`config.mk`:
```
export PLATFORM = sky130hd
export DESIGN_NAME = sha256_stream_hasher_flat
export DESIGN_NICKNAME = d
export VERILOG_FILES = /design/src/sv/sha256_pkg.sv /design/src/sv/sha256_if.sv /design/src/sv/sha256_compress.sv /design/src/sv/sha256_stream_hasher.sv /design/src/flat_wrapper.sv
export VERILOG_INCLUDE_DIRS = /design/src /design/src/sv
export SDC_FILE = /design/constraint.sdc
export NUM_CORES = 2
export LEC_CHECK = 0
export BUFFER_PORTS_ARGS = -buffer_cell sky130_fd_sc_hd__buf_2
export CORE_ASPECT_RATIO = 1.25
export CORE_MARGIN = 10
export CORE_UTILIZATION = 60
export CTS_CLUSTER_SIZE = 40
export DETAILED_ROUTE_END_ITERATION = 8
export PLACE_DENSITY = 0.82
export SYNTH_ARGS = -nofsm -noshare
export SYNTH_HDL_FRONTEND = slang
export SYNTH_SLANG_ARGS = --single-unit
```
`constraint.sdc`:
```
create_clock -name clock -period 52.3 [get_ports clock]
set_input_delay 10.46 -clock clock [delete_from_list [all_inputs] [get_ports clock]]
set_output_delay 10.46 -clock clock [all_outputs]
set_load 0.01 [all_outputs]
```
`src/sv/sha256_stream_hasher_defines.svh`:
```
// assertion macros for the sha256 stream hasher
`ifndef SHA256_STREAM_HASHER_DEFINES_SVH
`define SHA256_STREAM_HASHER_DEFINES_SVH
`ifndef SYNTHESIS
`define SHA_ASSERT_IMPL(label, clk, rst, ante, cons) \
   label: assert property (@(posedge clk) disable iff (rst) (ante) |-> (cons)) \
      else $error("assertion failed");
`define SHA_ASSERT_NEXT(label, clk, rst, ante, cons) \
   label: assert property (@(posedge clk) disable iff (rst) (ante) |=> (cons)) \
      else $error("assertion failed");
`else
`define SHA_ASSERT_IMPL(label, clk, rst, ante, cons)
`define SHA_ASSERT_NEXT(label, clk, rst, ante, cons)
`endif
`endif

```
`src/sv/sha256_pkg.sv`:
```
// package with sha256 constants, types and round functions
`default_nettype none
package sha256_pkg;
   localparam logic [31:0] ROUND_K [64] = '{
      32'h428a2f98, 32'h71374491, 32'hb5c0fbcf, 32'he9b5dba5, 32'h3956c25b, 32'h59f111f1,
      32'h923f82a4, 32'hab1c5ed5, 32'hd807aa98, 32'h12835b01, 32'h243185be, 32'h550c7dc3,
      32'h72be5d74, 32'h80deb1fe, 32'h9bdc06a7, 32'hc19bf174, 32'he49b69c1, 32'hefbe4786,
      32'h0fc19dc6, 32'h240ca1cc, 32'h2de92c6f, 32'h4a7484aa, 32'h5cb0a9dc, 32'h76f988da,
      32'h983e5152, 32'ha831c66d, 32'hb00327c8, 32'hbf597fc7, 32'hc6e00bf3, 32'hd5a79147,
      32'h06ca6351, 32'h14292967, 32'h27b70a85, 32'h2e1b2138, 32'h4d2c6dfc, 32'h53380d13,
      32'h650a7354, 32'h766a0abb, 32'h81c2c92e, 32'h92722c85, 32'ha2bfe8a1, 32'ha81a664b,
      32'hc24b8b70, 32'hc76c51a3, 32'hd192e819, 32'hd6990624, 32'hf40e3585, 32'h106aa070,
      32'h19a4c116, 32'h1e376c08, 32'h2748774c, 32'h34b0bcb5, 32'h391c0cb3, 32'h4ed8aa4a,
      32'h5b9cca4f, 32'h682e6ff3, 32'h748f82ee, 32'h78a5636f, 32'h84c87814, 32'h8cc70208,
      32'h90befffa, 32'ha4506ceb, 32'hbef9a3f7, 32'hc67178f2};
   localparam logic [31:0] START_H [8] = '{
      32'h6a09e667, 32'hbb67ae85, 32'h3c6ef372, 32'ha54ff53a,
      32'h510e527f, 32'h9b05688c, 32'h1f83d9ab, 32'h5be0cd19};
   localparam logic [7:0] PAD_BYTE = 8'h80;

   typedef enum logic [2:0] {
      ST_IDLE, ST_PAD, ST_COMPRESS, ST_ADD, ST_EMIT
   } state_type;

   typedef struct packed {
      logic start;
      logic busy;
   } comp_ctrl_type;

   function automatic logic [31:0] ror(input logic [31:0] x, input int n);
      ror = (x >> n) | (x << (32 - n));
   endfunction
   function automatic logic [31:0] ssig0(input logic [31:0] x);
      ssig0 = ror(x, 7) ^ ror(x, 18) ^ (x >> 3);
   endfunction
   function automatic logic [31:0] ssig1(input logic [31:0] x);
      ssig1 = ror(x, 17) ^ ror(x, 19) ^ (x >> 10);
   endfunction
   function automatic logic [31:0] bsig0(input logic [31:0] x);
      bsig0 = ror(x, 2) ^ ror(x, 13) ^ ror(x, 22);
   endfunction
   function automatic logic [31:0] bsig1(input logic [31:0] x);
      bsig1 = ror(x, 6) ^ ror(x, 11) ^ ror(x, 25);
   endfunction
endpackage
`default_nettype wire

```
`src/sv/sha256_if.sv`:
```
// valid/ready channel interfaces
`default_nettype none
interface sha256_req_if;
   logic valid;
   logic ready;
   logic [7:0] data_byte;
   logic byte_valid;
   logic end_of_message;
   modport source (output valid, data_byte, byte_valid, end_of_message, input ready);
   modport sink (input valid, data_byte, byte_valid, end_of_message, output ready);
endinterface

interface sha256_rsp_if;
   logic valid;
   logic ready;
   logic [31:0] digest_word;
   logic [2:0] word_index;
   logic last_word;
   modport source (output valid, digest_word, word_index, last_word, input ready);
   modport sink (input valid, digest_word, word_index, last_word, output ready);
endinterface
`default_nettype wire

```
`src/sv/sha256_compress.sv`:
```
// 64-round compression with message schedule held in a 16-word memory
`default_nettype none
`include "sha256_stream_hasher_defines.svh"
module sha256_compress
   import sha256_pkg::*;
(
   input  wire logic          clock,
   input  wire logic          reset,
   input  wire comp_ctrl_type ctrl,
   input  wire logic          wr_en,
   input  wire logic [3:0]    wr_addr,
   input  wire logic [31:0]   wr_data,
   input  wire logic [255:0]  h_in,
   output logic              done,
   output logic [255:0]      v_out
);
   // schedule window in a memory: each round reads w-16, w-15, w-7 in turn; w-2 kept in registers
   logic [31:0] wmem [16];
   logic [31:0] rd_ff;
   logic [3:0]  rd_addr;
   logic [5:0]  round_ff, round_in;
   logic [1:0]  phase_ff, phase_in;
   logic        run_ff, run_in;
   logic [31:0] w16_ff, w15_ff;
   logic [31:0] wm1_ff, wm2_ff;
   logic [31:0] v_ff [8];
   logic [31:0] wt, t1, t2;
   logic        mwr;
   logic [3:0]  maddr;
   logic [31:0] mdata;

   always_comb begin
      case (phase_ff)
         2'd0: rd_addr = round_ff[3:0];
         2'd1: rd_addr = round_ff[3:0] + 4'd1;
         default: rd_addr = round_ff[3:0] + 4'd9;
      endcase
   end

   always_ff @(posedge clock) begin
      rd_ff <= wmem[rd_addr];
      if (mwr) wmem[maddr] <= mdata;
   end

   always_comb begin
      if (round_ff < 6'd16) wt = w16_ff;
      else wt = w16_ff + ssig0(w15_ff) + rd_ff + ssig1(wm2_ff);
      t1 = v_ff[7] + bsig1(v_ff[4]) + ((v_ff[4] & v_ff[5]) ^ (~v_ff[4] & v_ff[6]))
         + ROUND_K[round_ff] + wt;
      t2 = bsig0(v_ff[0]) + ((v_ff[0] & v_ff[1]) ^ (v_ff[0] & v_ff[2]) ^ (v_ff[1] & v_ff[2]));
      mwr = wr_en || (run_ff && phase_ff == 2'd3);
      maddr = wr_en ? wr_addr : round_ff[3:0];
      mdata = wr_en ? wr_data : wt;
      run_in = run_ff;
      phase_in = phase_ff;
      round_in = round_ff;
      done = 1'b0;
      if (ctrl.start && !run_ff) begin
         run_in = 1'b1;
         phase_in = 2'd0;
         round_in = 6'd0;
      end else if (run_ff) begin
         phase_in = phase_ff + 2'd1;
         if (phase_ff == 2'd3) begin
            round_in = round_ff + 6'd1;
            if (round_ff == 6'd63) begin
               run_in = 1'b0;
               done = 1'b1;
            end
         end
      end
   end

   always_ff @(posedge clock) begin
      if (reset) begin
         run_ff <= 1'b0;
         phase_ff <= 2'd0;
         round_ff <= 6'd0;
      end else begin
         run_ff <= run_in;
         phase_ff <= phase_in;
         round_ff <= round_in;
      end
      if (phase_ff == 2'd1) w16_ff <= rd_ff;
      if (phase_ff == 2'd2) w15_ff <= rd_ff;
      if (phase_ff == 2'd3 && run_ff) begin
         wm2_ff <= wm1_ff;
         wm1_ff <= wt;
      end
      if (ctrl.start && !run_ff) begin
         for (int i = 0; i < 8; i++) v_ff[i] <= h_in[255 - 32*i -: 32];
      end else if (run_ff && phase_ff == 2'd3) begin
         v_ff[7] <= v_ff[6];
         v_ff[6] <= v_ff[5];
         v_ff[5] <= v_ff[4];
         v_ff[4] <= v_ff[3] + t1;
         v_ff[3] <= v_ff[2];
         v_ff[2] <= v_ff[1];
         v_ff[1] <= v_ff[0];
         v_ff[0] <= t1 + t2;
      end
   end

   always_comb begin
      for (int i = 0; i < 8; i++) v_out[255 - 32*i -: 32] = v_ff[i];
   end

   `SHA_ASSERT_NEXT(a_no_restart, clock, reset, run_ff && !done, run_ff)
   `SHA_ASSERT_IMPL(a_no_write_run, clock, reset, run_ff, !wr_en)
   `SHA_ASSERT_IMPL(a_busy_match, clock, reset, ctrl.busy, run_ff || ctrl.start)
endmodule
`default_nettype wire

```
`src/sv/sha256_stream_hasher.sv`:
```
// byte-serial sha256 hasher, top level
// a message byte is taken only in idle; every 64th byte starts a compression
// (rounds run on the schedule memory port, with load before and add after)
// end of message pads one byte a cycle between compressions, then emits eight
// words one per cycle while rsp is ready; digest latency depends on padding length
// synchronous reset loads the initial hash values and clears counts
`default_nettype none
`include "sha256_stream_hasher_defines.svh"
module sha256_stream_hasher
   import sha256_pkg::*;
(
   input  wire logic   clock,
   input  wire logic   reset,
   sha256_req_if.sink   req,
   sha256_rsp_if.source rsp
);
   state_type   state_ff, state_in;
   logic [31:0] h_ff [8];
   logic [5:0]  fill_ff, fill_in;
   logic [63:0] len_ff, len_in;
   logic [31:0] word_ff;
   logic        fin_ff, fin_in;
   logic        tail_ff, tail_in;
   logic        pad_mode_ff, pad_mode_in;
   logic [2:0]  idx_ff, idx_in;
   logic        wr_en;
   logic [7:0]  wr_byte;
   logic [31:0] word_val;
   logic        done;
   logic [255:0] h_vec, v_vec;
   comp_ctrl_type ctrl;
   logic        accept;
   logic        add_en;
   logic        clear;
   logic [63:0] bits;
   logic        mem_wr;
   logic [3:0]  mem_addr;
   logic [31:0] mem_data;

   assign req.ready = state_ff == ST_IDLE;
   assign accept = req.valid && req.ready;
   assign bits = {len_ff[60:0], 3'b000};

   always_comb begin
      for (int i = 0; i < 8; i++) h_vec[255 - 32*i -: 32] = h_ff[i];
   end

   always_comb begin
      state_in = state_ff;
      fill_in = fill_ff;
      len_in = len_ff;
      fin_in = fin_ff;
      tail_in = tail_ff;
      pad_mode_in = pad_mode_ff;
      idx_in = idx_ff;
      wr_en = 1'b0;
      wr_byte = 8'd0;
      add_en = 1'b0;
      clear = 1'b0;
      ctrl.start = 1'b0;
      ctrl.busy = state_ff == ST_COMPRESS;
      case (state_ff)
         ST_IDLE: begin
            if (accept) begin
               if (req.byte_valid) begin
                  wr_en = 1'b1;
                  wr_byte = req.data_byte;
                  fill_in = fill_ff + 6'd1;
                  len_in = len_ff + 64'd1;
               end
               if (req.end_of_message) begin
                  fin_in = 1'b1;
                  pad_mode_in = 1'b1;
               end
               if (req.byte_valid && fill_ff == 6'd63) begin
                  state_in = ST_COMPRESS;
                  ctrl.start = 1'b1;
               end else if (req.end_of_message) begin
                  state_in = ST_PAD;
               end
            end
         end
         ST_PAD: begin
            wr_en = 1'b1;
            fill_in = fill_ff + 6'd1;
            if (fin_ff) begin
               wr_byte = PAD_BYTE;
               fin_in = 1'b0;
               tail_in = fill_ff < 6'd56;
            end else if (tail_ff && fill_ff >= 6'd56) begin
               wr_byte = bits[63 - 8*fill_ff[2:0] -: 8];
            end else begin
               wr_byte = 8'd0;
            end
            if (fill_ff == 6'd63) begin
               state_in = ST_COMPRESS;
               ctrl.start = 1'b1;
            end
         end
         ST_COMPRESS: begin
            if (done) state_in = ST_ADD;
         end
         ST_ADD: begin
            add_en = 1'b1;
            if (!pad_mode_ff) begin
               state_in = ST_IDLE;
            end else if (tail_ff && !fin_ff) begin
               state_in = ST_EMIT;
               idx_in = 3'd0;
            end else begin
               state_in = ST_PAD;
               tail_in = 1'b1;
            end
         end
         ST_EMIT: begin
            if (rsp.ready) begin
               idx_in = idx_ff + 3'd1;
               if (idx_ff == 3'd7) begin
                  state_in = ST_IDLE;
                  clear = 1'b1;
                  fill_in = 6'd0;
                  len_in = 64'd0;
                  fin_in = 1'b0;
                  tail_in = 1'b0;
                  pad_mode_in = 1'b0;
               end
            end
         end
         default: state_in = ST_IDLE;
      endcase
   end

   always_ff @(posedge clock) begin
      if (reset) begin
         state_ff <= ST_IDLE;
         fill_ff <= 6'd0;
         len_ff <= 64'd0;
         fin_ff <= 1'b0;
         tail_ff <= 1'b0;
         pad_mode_ff <= 1'b0;
         idx_ff <= 3'd0;
         for (int i = 0; i < 8; i++) h_ff[i] <= START_H[i];
      end else begin
         state_ff <= state_in;
         fill_ff <= fill_in;
         len_ff <= len_in;
         fin_ff <= fin_in;
         tail_ff <= tail_in;
         pad_mode_ff <= pad_mode_in;
         idx_ff <= idx_in;
         if (add_en) begin
            for (int i = 0; i < 8; i++) h_ff[i] <= h_ff[i] + v_vec[255 - 32*i -: 32];
         end else if (clear) begin
            for (int i = 0; i < 8; i++) h_ff[i] <= START_H[i];
         end
      end
   end

   always_ff @(posedge clock) begin
      if (wr_en) begin
         if (fill_ff[1:0] == 2'd0) word_ff <= {wr_byte, 24'd0};
         else word_ff <= word_val;
      end
   end

   always_comb begin
      word_val = word_ff;
      word_val[31 - 8*fill_ff[1:0] -: 8] = wr_byte;
   end

   assign mem_wr = wr_en && fill_ff[1:0] == 2'd3;
   assign mem_addr = fill_ff[5:2];
   assign mem_data = word_val;

   sha256_compress u_comp (
      .clock   (clock),
      .reset   (reset),
      .ctrl    (ctrl),
      .wr_en   (mem_wr),
      .wr_addr (mem_addr),
      .wr_data (mem_data),
      .h_in    (h_vec),
      .done    (done),
      .v_out   (v_vec)
   );

   assign rsp.valid = state_ff == ST_EMIT;
   assign rsp.digest_word = h_ff[idx_ff];
   assign rsp.word_index = idx_ff;
   assign rsp.last_word = idx_ff == 3'd7;

   `SHA_ASSERT_IMPL(a_emit_idle, clock, reset, rsp.valid, !req.ready)
   `SHA_ASSERT_IMPL(a_last_seven, clock, reset, rsp.valid && rsp.last_word, rsp.word_index == 3'd7)
   `SHA_ASSERT_NEXT(a_start_busy, clock, reset, ctrl.start, state_ff == ST_COMPRESS)
   `SHA_ASSERT_NEXT(a_emit_hold, clock, reset, rsp.valid && !rsp.ready, rsp.valid && $stable(rsp.word_index))
endmodule
`default_nettype wire

```
`src/flat_wrapper.sv`:
```
// flat-port wrapper written by rule: the top's interface ports become plain ports
module sha256_stream_hasher_flat import sha256_pkg::*;
  (clock, reset, req_valid, req_data_byte, req_byte_valid, req_end_of_message, req_ready, rsp_valid, rsp_digest_word, rsp_word_index, rsp_last_word, rsp_ready);
  sha256_req_if req_i ();
  sha256_rsp_if rsp_i ();
  input  wire logic clock;
  input  wire logic reset;
  input wire logic [$bits(req_i.valid)-1:0] req_valid;
  input wire logic [$bits(req_i.data_byte)-1:0] req_data_byte;
  input wire logic [$bits(req_i.byte_valid)-1:0] req_byte_valid;
  input wire logic [$bits(req_i.end_of_message)-1:0] req_end_of_message;
  output wire logic [$bits(req_i.ready)-1:0] req_ready;
  output wire logic [$bits(rsp_i.valid)-1:0] rsp_valid;
  output wire logic [$bits(rsp_i.digest_word)-1:0] rsp_digest_word;
  output wire logic [$bits(rsp_i.word_index)-1:0] rsp_word_index;
  output wire logic [$bits(rsp_i.last_word)-1:0] rsp_last_word;
  input wire logic [$bits(rsp_i.ready)-1:0] rsp_ready;
  assign req_i.valid = req_valid;
  assign req_i.data_byte = req_data_byte;
  assign req_i.byte_valid = req_byte_valid;
  assign req_i.end_of_message = req_end_of_message;
  assign req_ready = req_i.ready;
  assign rsp_valid = rsp_i.valid;
  assign rsp_digest_word = rsp_i.digest_word;
  assign rsp_word_index = rsp_i.word_index;
  assign rsp_last_word = rsp_i.last_word;
  assign rsp_i.ready = rsp_ready;
  sha256_stream_hasher u_core (.clock(clock), .reset(reset), .req(req_i), .rsp(rsp_i));
endmodule
```
-- Word-level counts from Yosys, hierarchy flattened
Memories as Yosys holds them, arrays and structs flattened. A register that Yosys moved wholly into a read port is not among the register bits.
Index checks and enable logic that the tools add are counted.
- $add $sub $neg: 28
- multiply operators: 0
- div/mod/pow operators: 0
- magnitude comparators: 4
- equality and inequality tests: 23
- shift-type cells: 3
- mux-type cells: 108
- bitwise operators: 52
- reduce and logical (&&, ||, !) cells: 26
- operators by type and width (cell ; number):
    two-way mux 32 bit ; 29
    adder 32 bit ; 18
    XOR 32 bit ; 9
    two-way mux 64 bit ; 4
    bitwise AND 32 bit ; 5
    one-hot mux 64 bit (2 select lines) ; 1
    indexed part select 71 x 33 -> 8 bit ; 1
    adder 64 x 1 -> 64 bit, second input constant ; 1
    two-way mux 3 bit ; 14
    two-way mux 1 bit ; 40
    variable shift 8 x 34 -> 39 bit, first input constant ; 1
    indexed part select 8 x 34 -> 39 bit ; 1
    negation 32 -> 34 bit ; 1
    bitwise mux 32 bit ; 1
    two-way mux 8 bit ; 4
    NOT 32 bit ; 1
    OR 10 x 32 -> 32 bit ; 1
    OR 13 x 32 -> 32 bit ; 1
    OR 14 x 32 -> 32 bit ; 1
    OR 15 x 32 -> 32 bit ; 1
    OR 19 x 32 -> 32 bit ; 1
    OR 21 x 32 -> 32 bit ; 1
    OR 25 x 32 -> 32 bit ; 1
    OR 26 x 32 -> 32 bit ; 1
    47 further kinds ; 105
- bits in registers: 248
- latch bits: 0
- RAM bits: 1024
- memory bits (read-only): 2048
- output and inout port bits: 38
- memories kept: 4
- memories (name ; words ; bits a word ; read ports ; clocked after Yosys merged registers in ; wr ports ; line ; text):
    (no name shown) ; 64 ; 32 ; 1 ; 0 ; 0 ; sha256_compress.sv:49 ; + ROUND_K[round_ff] + wt;
    u_core.u_comp.wmem ; 16 ; 32 ; 1 ; 1 ; 1 ; sha256_compress.sv:18 ; logic [31:0] wmem [16];
    u_core.h_ff ; 8 ; 32 ; 9 ; 1 ; 8 ; sha256_stream_hasher.sv:18 ; logic [31:0] h_ff [8];
    u_core.u_comp.v_ff ; 8 ; 32 ; 8 ; 0 ; 8 ; sha256_compress.sv:26 ; logic [31:0] v_ff [8];

-- Depth between registers and ports, before layout
- depth in word-level cells: 10
- gate-level depth with buffers: 46

-- By module
Synthesis repeated with hierarchy kept, for this count alone.
- cell total of the unflattened synthesis: 7402
- area, all modules: 80692.4 µm²
- modules (own cells, without submodules) (module ; times used ; cells each ; area an instance (µm²)):
    sha256_compress ; 1 ; 4173 ; 51859.7
    sha256_stream_hasher ; 1 ; 3229 ; 28832.7

-- Worst setup path after synthesis
OpenSTA, ideal clock, no wires.
- path kind: input-to-reg
- start point: input port rsp_ready
- end point: memory u_core.u_comp.v_ff[0][0], enable pin
- library setup time: 1.227 ns
- arrival: 29.585 ns
- data required time: 51.073 ns
- path slack: 21.487 ns
- stages: 10
- path through: buf_2 nand3_1 o21a_1 nor3_1 nor2_1 nor2_1 and3_1 clkbuf_1 nand3_1 o21ai_0
- RTL lines (element ; line ; text):
    start: declaration ; flat_wrapper.sv:17 ; input wire logic [$bits(rsp_i.ready)-1:0] rsp_ready;
    end: declaration ; sha256_compress.sv:26 ;

==> flow_summary.toml <==
[run_status]
status = "finished, violations left"
violations = "DRC, capacitance limit, slew limit"

[logic_synthesis]
yosys-top-cells-area = "edfxtp_1 (40%), mux4_2 (6.8%), ha_1 (6.5%)"
synth_ff_type = "edfxtp_1"
synthesis.area_um2 = 79270
yosys_warnings = 0
synthArstFlopShare = 0
synth-edff-count = 1048
syn_nets = 7862
yosysSeqAreaShare = 0.4596
yosys.area.top_type = "edfxtp_1"
synth_top_area_frac = 0.3970
synth.distinct_cells = 106
synthCells = 7241
synth_seq_cells = 1296
synth.avg_cell_area_um2 = 10.95

[clock_tree]
root_buffer = "clkbuf_16"
clock-sinks = 1296
cts_buffer_depth = 3
cts_resized = 0
cts_buffers = 134
post-cts-setup-buffers = 0
insertion_delay_ns = 0.84
cts_tree = "done"
clkTransAtPathRegs_ns = 0.07
htreeDepth = 4
hold_buffers = 0

[timing]
slew_headroom = -0.03220
setup_viol = 0
finalCritPeriodShare = 0.2698
slew_violations = 9
worst_pin_slew_ns = 1.548
hold_slack_ns = 0.3981
hold_viol = 0
setup_tns_ns = 0
fin_crit_ns = 14.11
fmax_mhz = 70.88
final.setup_skew_ns = 0.05766
grt_setup_unrepaired = "no"

[worst_setup_path]
setup.worst_path.end_class = "flip-flop"
path_cells = "buf_2 > nand3_1 > o21a_1 > nor3_1 > nor2_1 > nor2_1 > and3_1 > buf_4 > nand3_1 > o21ai_4 > buf_4"
cp_max_fo = 69
arrival_ns = 14.52
critical-path-top-delay-family = "buffers and inverters"
crit_slowest_cell = "buf_4"
critPathRequiredTime_ns = 52.71
crit_type = "in2reg"
crit_buf_inv = 3
critPathMaxStageDelay_ns = 0.92
critPathLaunchType = "primary input"

[detailed_routing]
drtPass1Iterations = 9
drtIter0Drc = 8958
viasPerCell = 6.858
wl_per_cell_um = 29.06
ant_nets = 0
wl_um = 263500
drc = 43
vias = 62177

[power_and_ir_drop]
p_per_area_nw_per_um2 = 25.68
p_leak_nw = 33.25
peakVddDrop_mv = 0.04316
power_mw = 2.210

[place]
hpwl_um = 177700
dp_cells = 8790
io_buffers = 51
place_congestion = 1.016

[finish]
multi_input_area_um2 = 40210
area_growth_pct = 8.574
fillers = 9460
layout.nets = 7811
stdcell_count = 9066
regArea_um2 = 36450
drive_gt1_frac = 0.1049

[grt]
overflow = 0
antenna_found_initial = 27
track_usage = 0.3486
first_global_vias = 59921
grt_pass1_wl_um = 386900
grt_max_degree = 161

[floorplan]
io_pins = 52
num_rows = 149
fp.dieW_um = 345.1
dieArea_um2 = 147100
die_y_um = 426.4
start_util = 0.6023
core_um2 = 131600

[worst_hold_path]
holdCritPathClass = "reg2reg"

[job]
maxCapViolations = 2
cell usage in the layout, fill, tap and decap left out, types with 35 or more instances in the layout:
cell	count
a211oi_1	54
a21o_1	212
a21oi_1	453
a31oi_1	46
and3_1	62
buf_2	51
buf_4	103
clkbuf_16	139
dfxtp_1	241
edfxtp_1	1048
fa_1	196
ha_1	411
inv_1	417
mux2_2	69
mux4_2	241
nand2_1	1124
nand2b_1	53
nand3_1	94
nand4_1	35
nor2_1	369
nor2b_1	58
nor3_1	92
o211ai_1	69
o21a_1	71
o21ai_0	320
o21ai_1	40
o21bai_1	56
or3_1	36
xnor2_1	404
xor2_1	211
flip-flops by register name (all words and copies together) (netlist names), 2 cells and up, named ones only:
name and count:
u_core.u_comp.wm1_ff 32, u_core.u_comp.w15_ff 32, u_core.u_comp.phase_ff 2, u_core.h_ff 256, u_core.rsp.word_index 3, u_core.u_comp.v_ff 256
u_core.u_comp.round_ff 6, u_core.fill_ff 6, u_core.u_comp.wmem 512, u_core.u_comp.wm2_ff 32, u_core.word_ff 16, u_core.state_ff 3
u_core.u_comp.w16_ff 32, u_core.len_ff 61, u_core.u_comp.rd_ff 32
worst register-to-register path: cells and delay by family, from the launching register on:
family,cells,cell delay (ns)
compound gates,12,4.82
fa+ha+maj,10,4.34
xor+xnor,4,1.24
simple gates,7,0.90
flops,1,0.50
buf+inv,5,0.42
area by class of cell:
type	instances	area share
Tap cell	1736	0.02524
Clock buffer	181	0.04376
Inverter	423	0.01856
Timing Repair Buffer	155	0.01218
Sequential cell	1296	0.4235
Multi-Input combinational cell	5180	0.4672
Antenna cell	26	0.0007559
Clock inverter	69	0.008752
report_power, final:
| part | total, mW | switching, mW | internal (mW) |
|---|---|---|---|
| Sequential | 1.12 | 0.00962 | 1.11 |
| Combinational | 0.0838 | 0.0569 | 0.0268 |
| Clock | 1.01 | 0.456 | 0.550 |
cells in the mapped netlist, types with 62 or more instances:
| cell | n |
|---|---|
| o21ai_0 | 334 |
| inv_1 | 418 |
| a21o_1 | 212 |
| o21a_1 | 71 |
| fa_1 | 196 |
| edfxtp_1 | 1048 |
| mux2_2 | 69 |
| nand3_1 | 94 |
| xnor2_1 | 406 |
| o211ai_1 | 69 |
| dfxtp_1 | 248 |
| xor2_1 | 211 |
| clkbuf_1 | 286 |
| and3_1 | 62 |
| mux4_2 | 241 |
| ha_1 | 411 |
| nor3_1 | 94 |
| a21oi_1 | 455 |
| nand2_1 | 1127 |
| nor2_1 | 387 |
final timing paths:
| kind | startpoint | end | slack (ns) | depth (start not counted) |
|---|---|---|---|---|
| worst min-delay path | u_core.u_comp.wm1_ff[14] | u_core.u_comp.wm2_ff[14] | 0.40 | 0 |
| worst max register to register | u_core.u_comp.w15_ff[19] | u_core.u_comp.v_ff[0][30] | 39.74 | 38 |
| worst min register to register | u_core.u_comp.wm1_ff[14] | u_core.u_comp.wm2_ff[14] | 0.40 | 0 |
| worst max-delay path | rsp_ready | u_core.u_comp.v_ff[0][3] | 38.19 | 11 |
logic make-up (layout without fill, tap and decap cells):
family                     after synthesis  in the layout  synth area share
AOI/OAI and AO/OA                     1560           1560            0.1254
xor gates and xnor gates               619            619           0.06866
adders and majority gates              612            612            0.1150
buffers and inverters                  765            828           0.03629
DFF                                   1296           1296            0.4596
muxes                                  336            336           0.08156
other                                    0             26                 0
and+or+nand+nor                       2053           2053            0.1134
metrics by stage:
step                setup WS [ns]  cell area, µm²  utilization
finish                      38.19           86070       0.6539
global route                38.08           86010       0.6535
CTS                         38.28           86000       0.6534
detailed placement          37.75           81480       0.6191
global placement            37.88           81480       0.6191
floorplan                   21.49           79270            -
metal layers:
| metal | share of wire | GRT usage |
|---|---|---|
| met1 | 0.34 | 0.4200 |
| met2 | 0.44 | 0.5341 |
| met3 | 0.12 | 0.1002 |
| met4 | 0.089 | 0.2529 |
| met5 | 0.0015 | 0.01198 |
No activity file was read; power rests on OpenSTA's default activity.
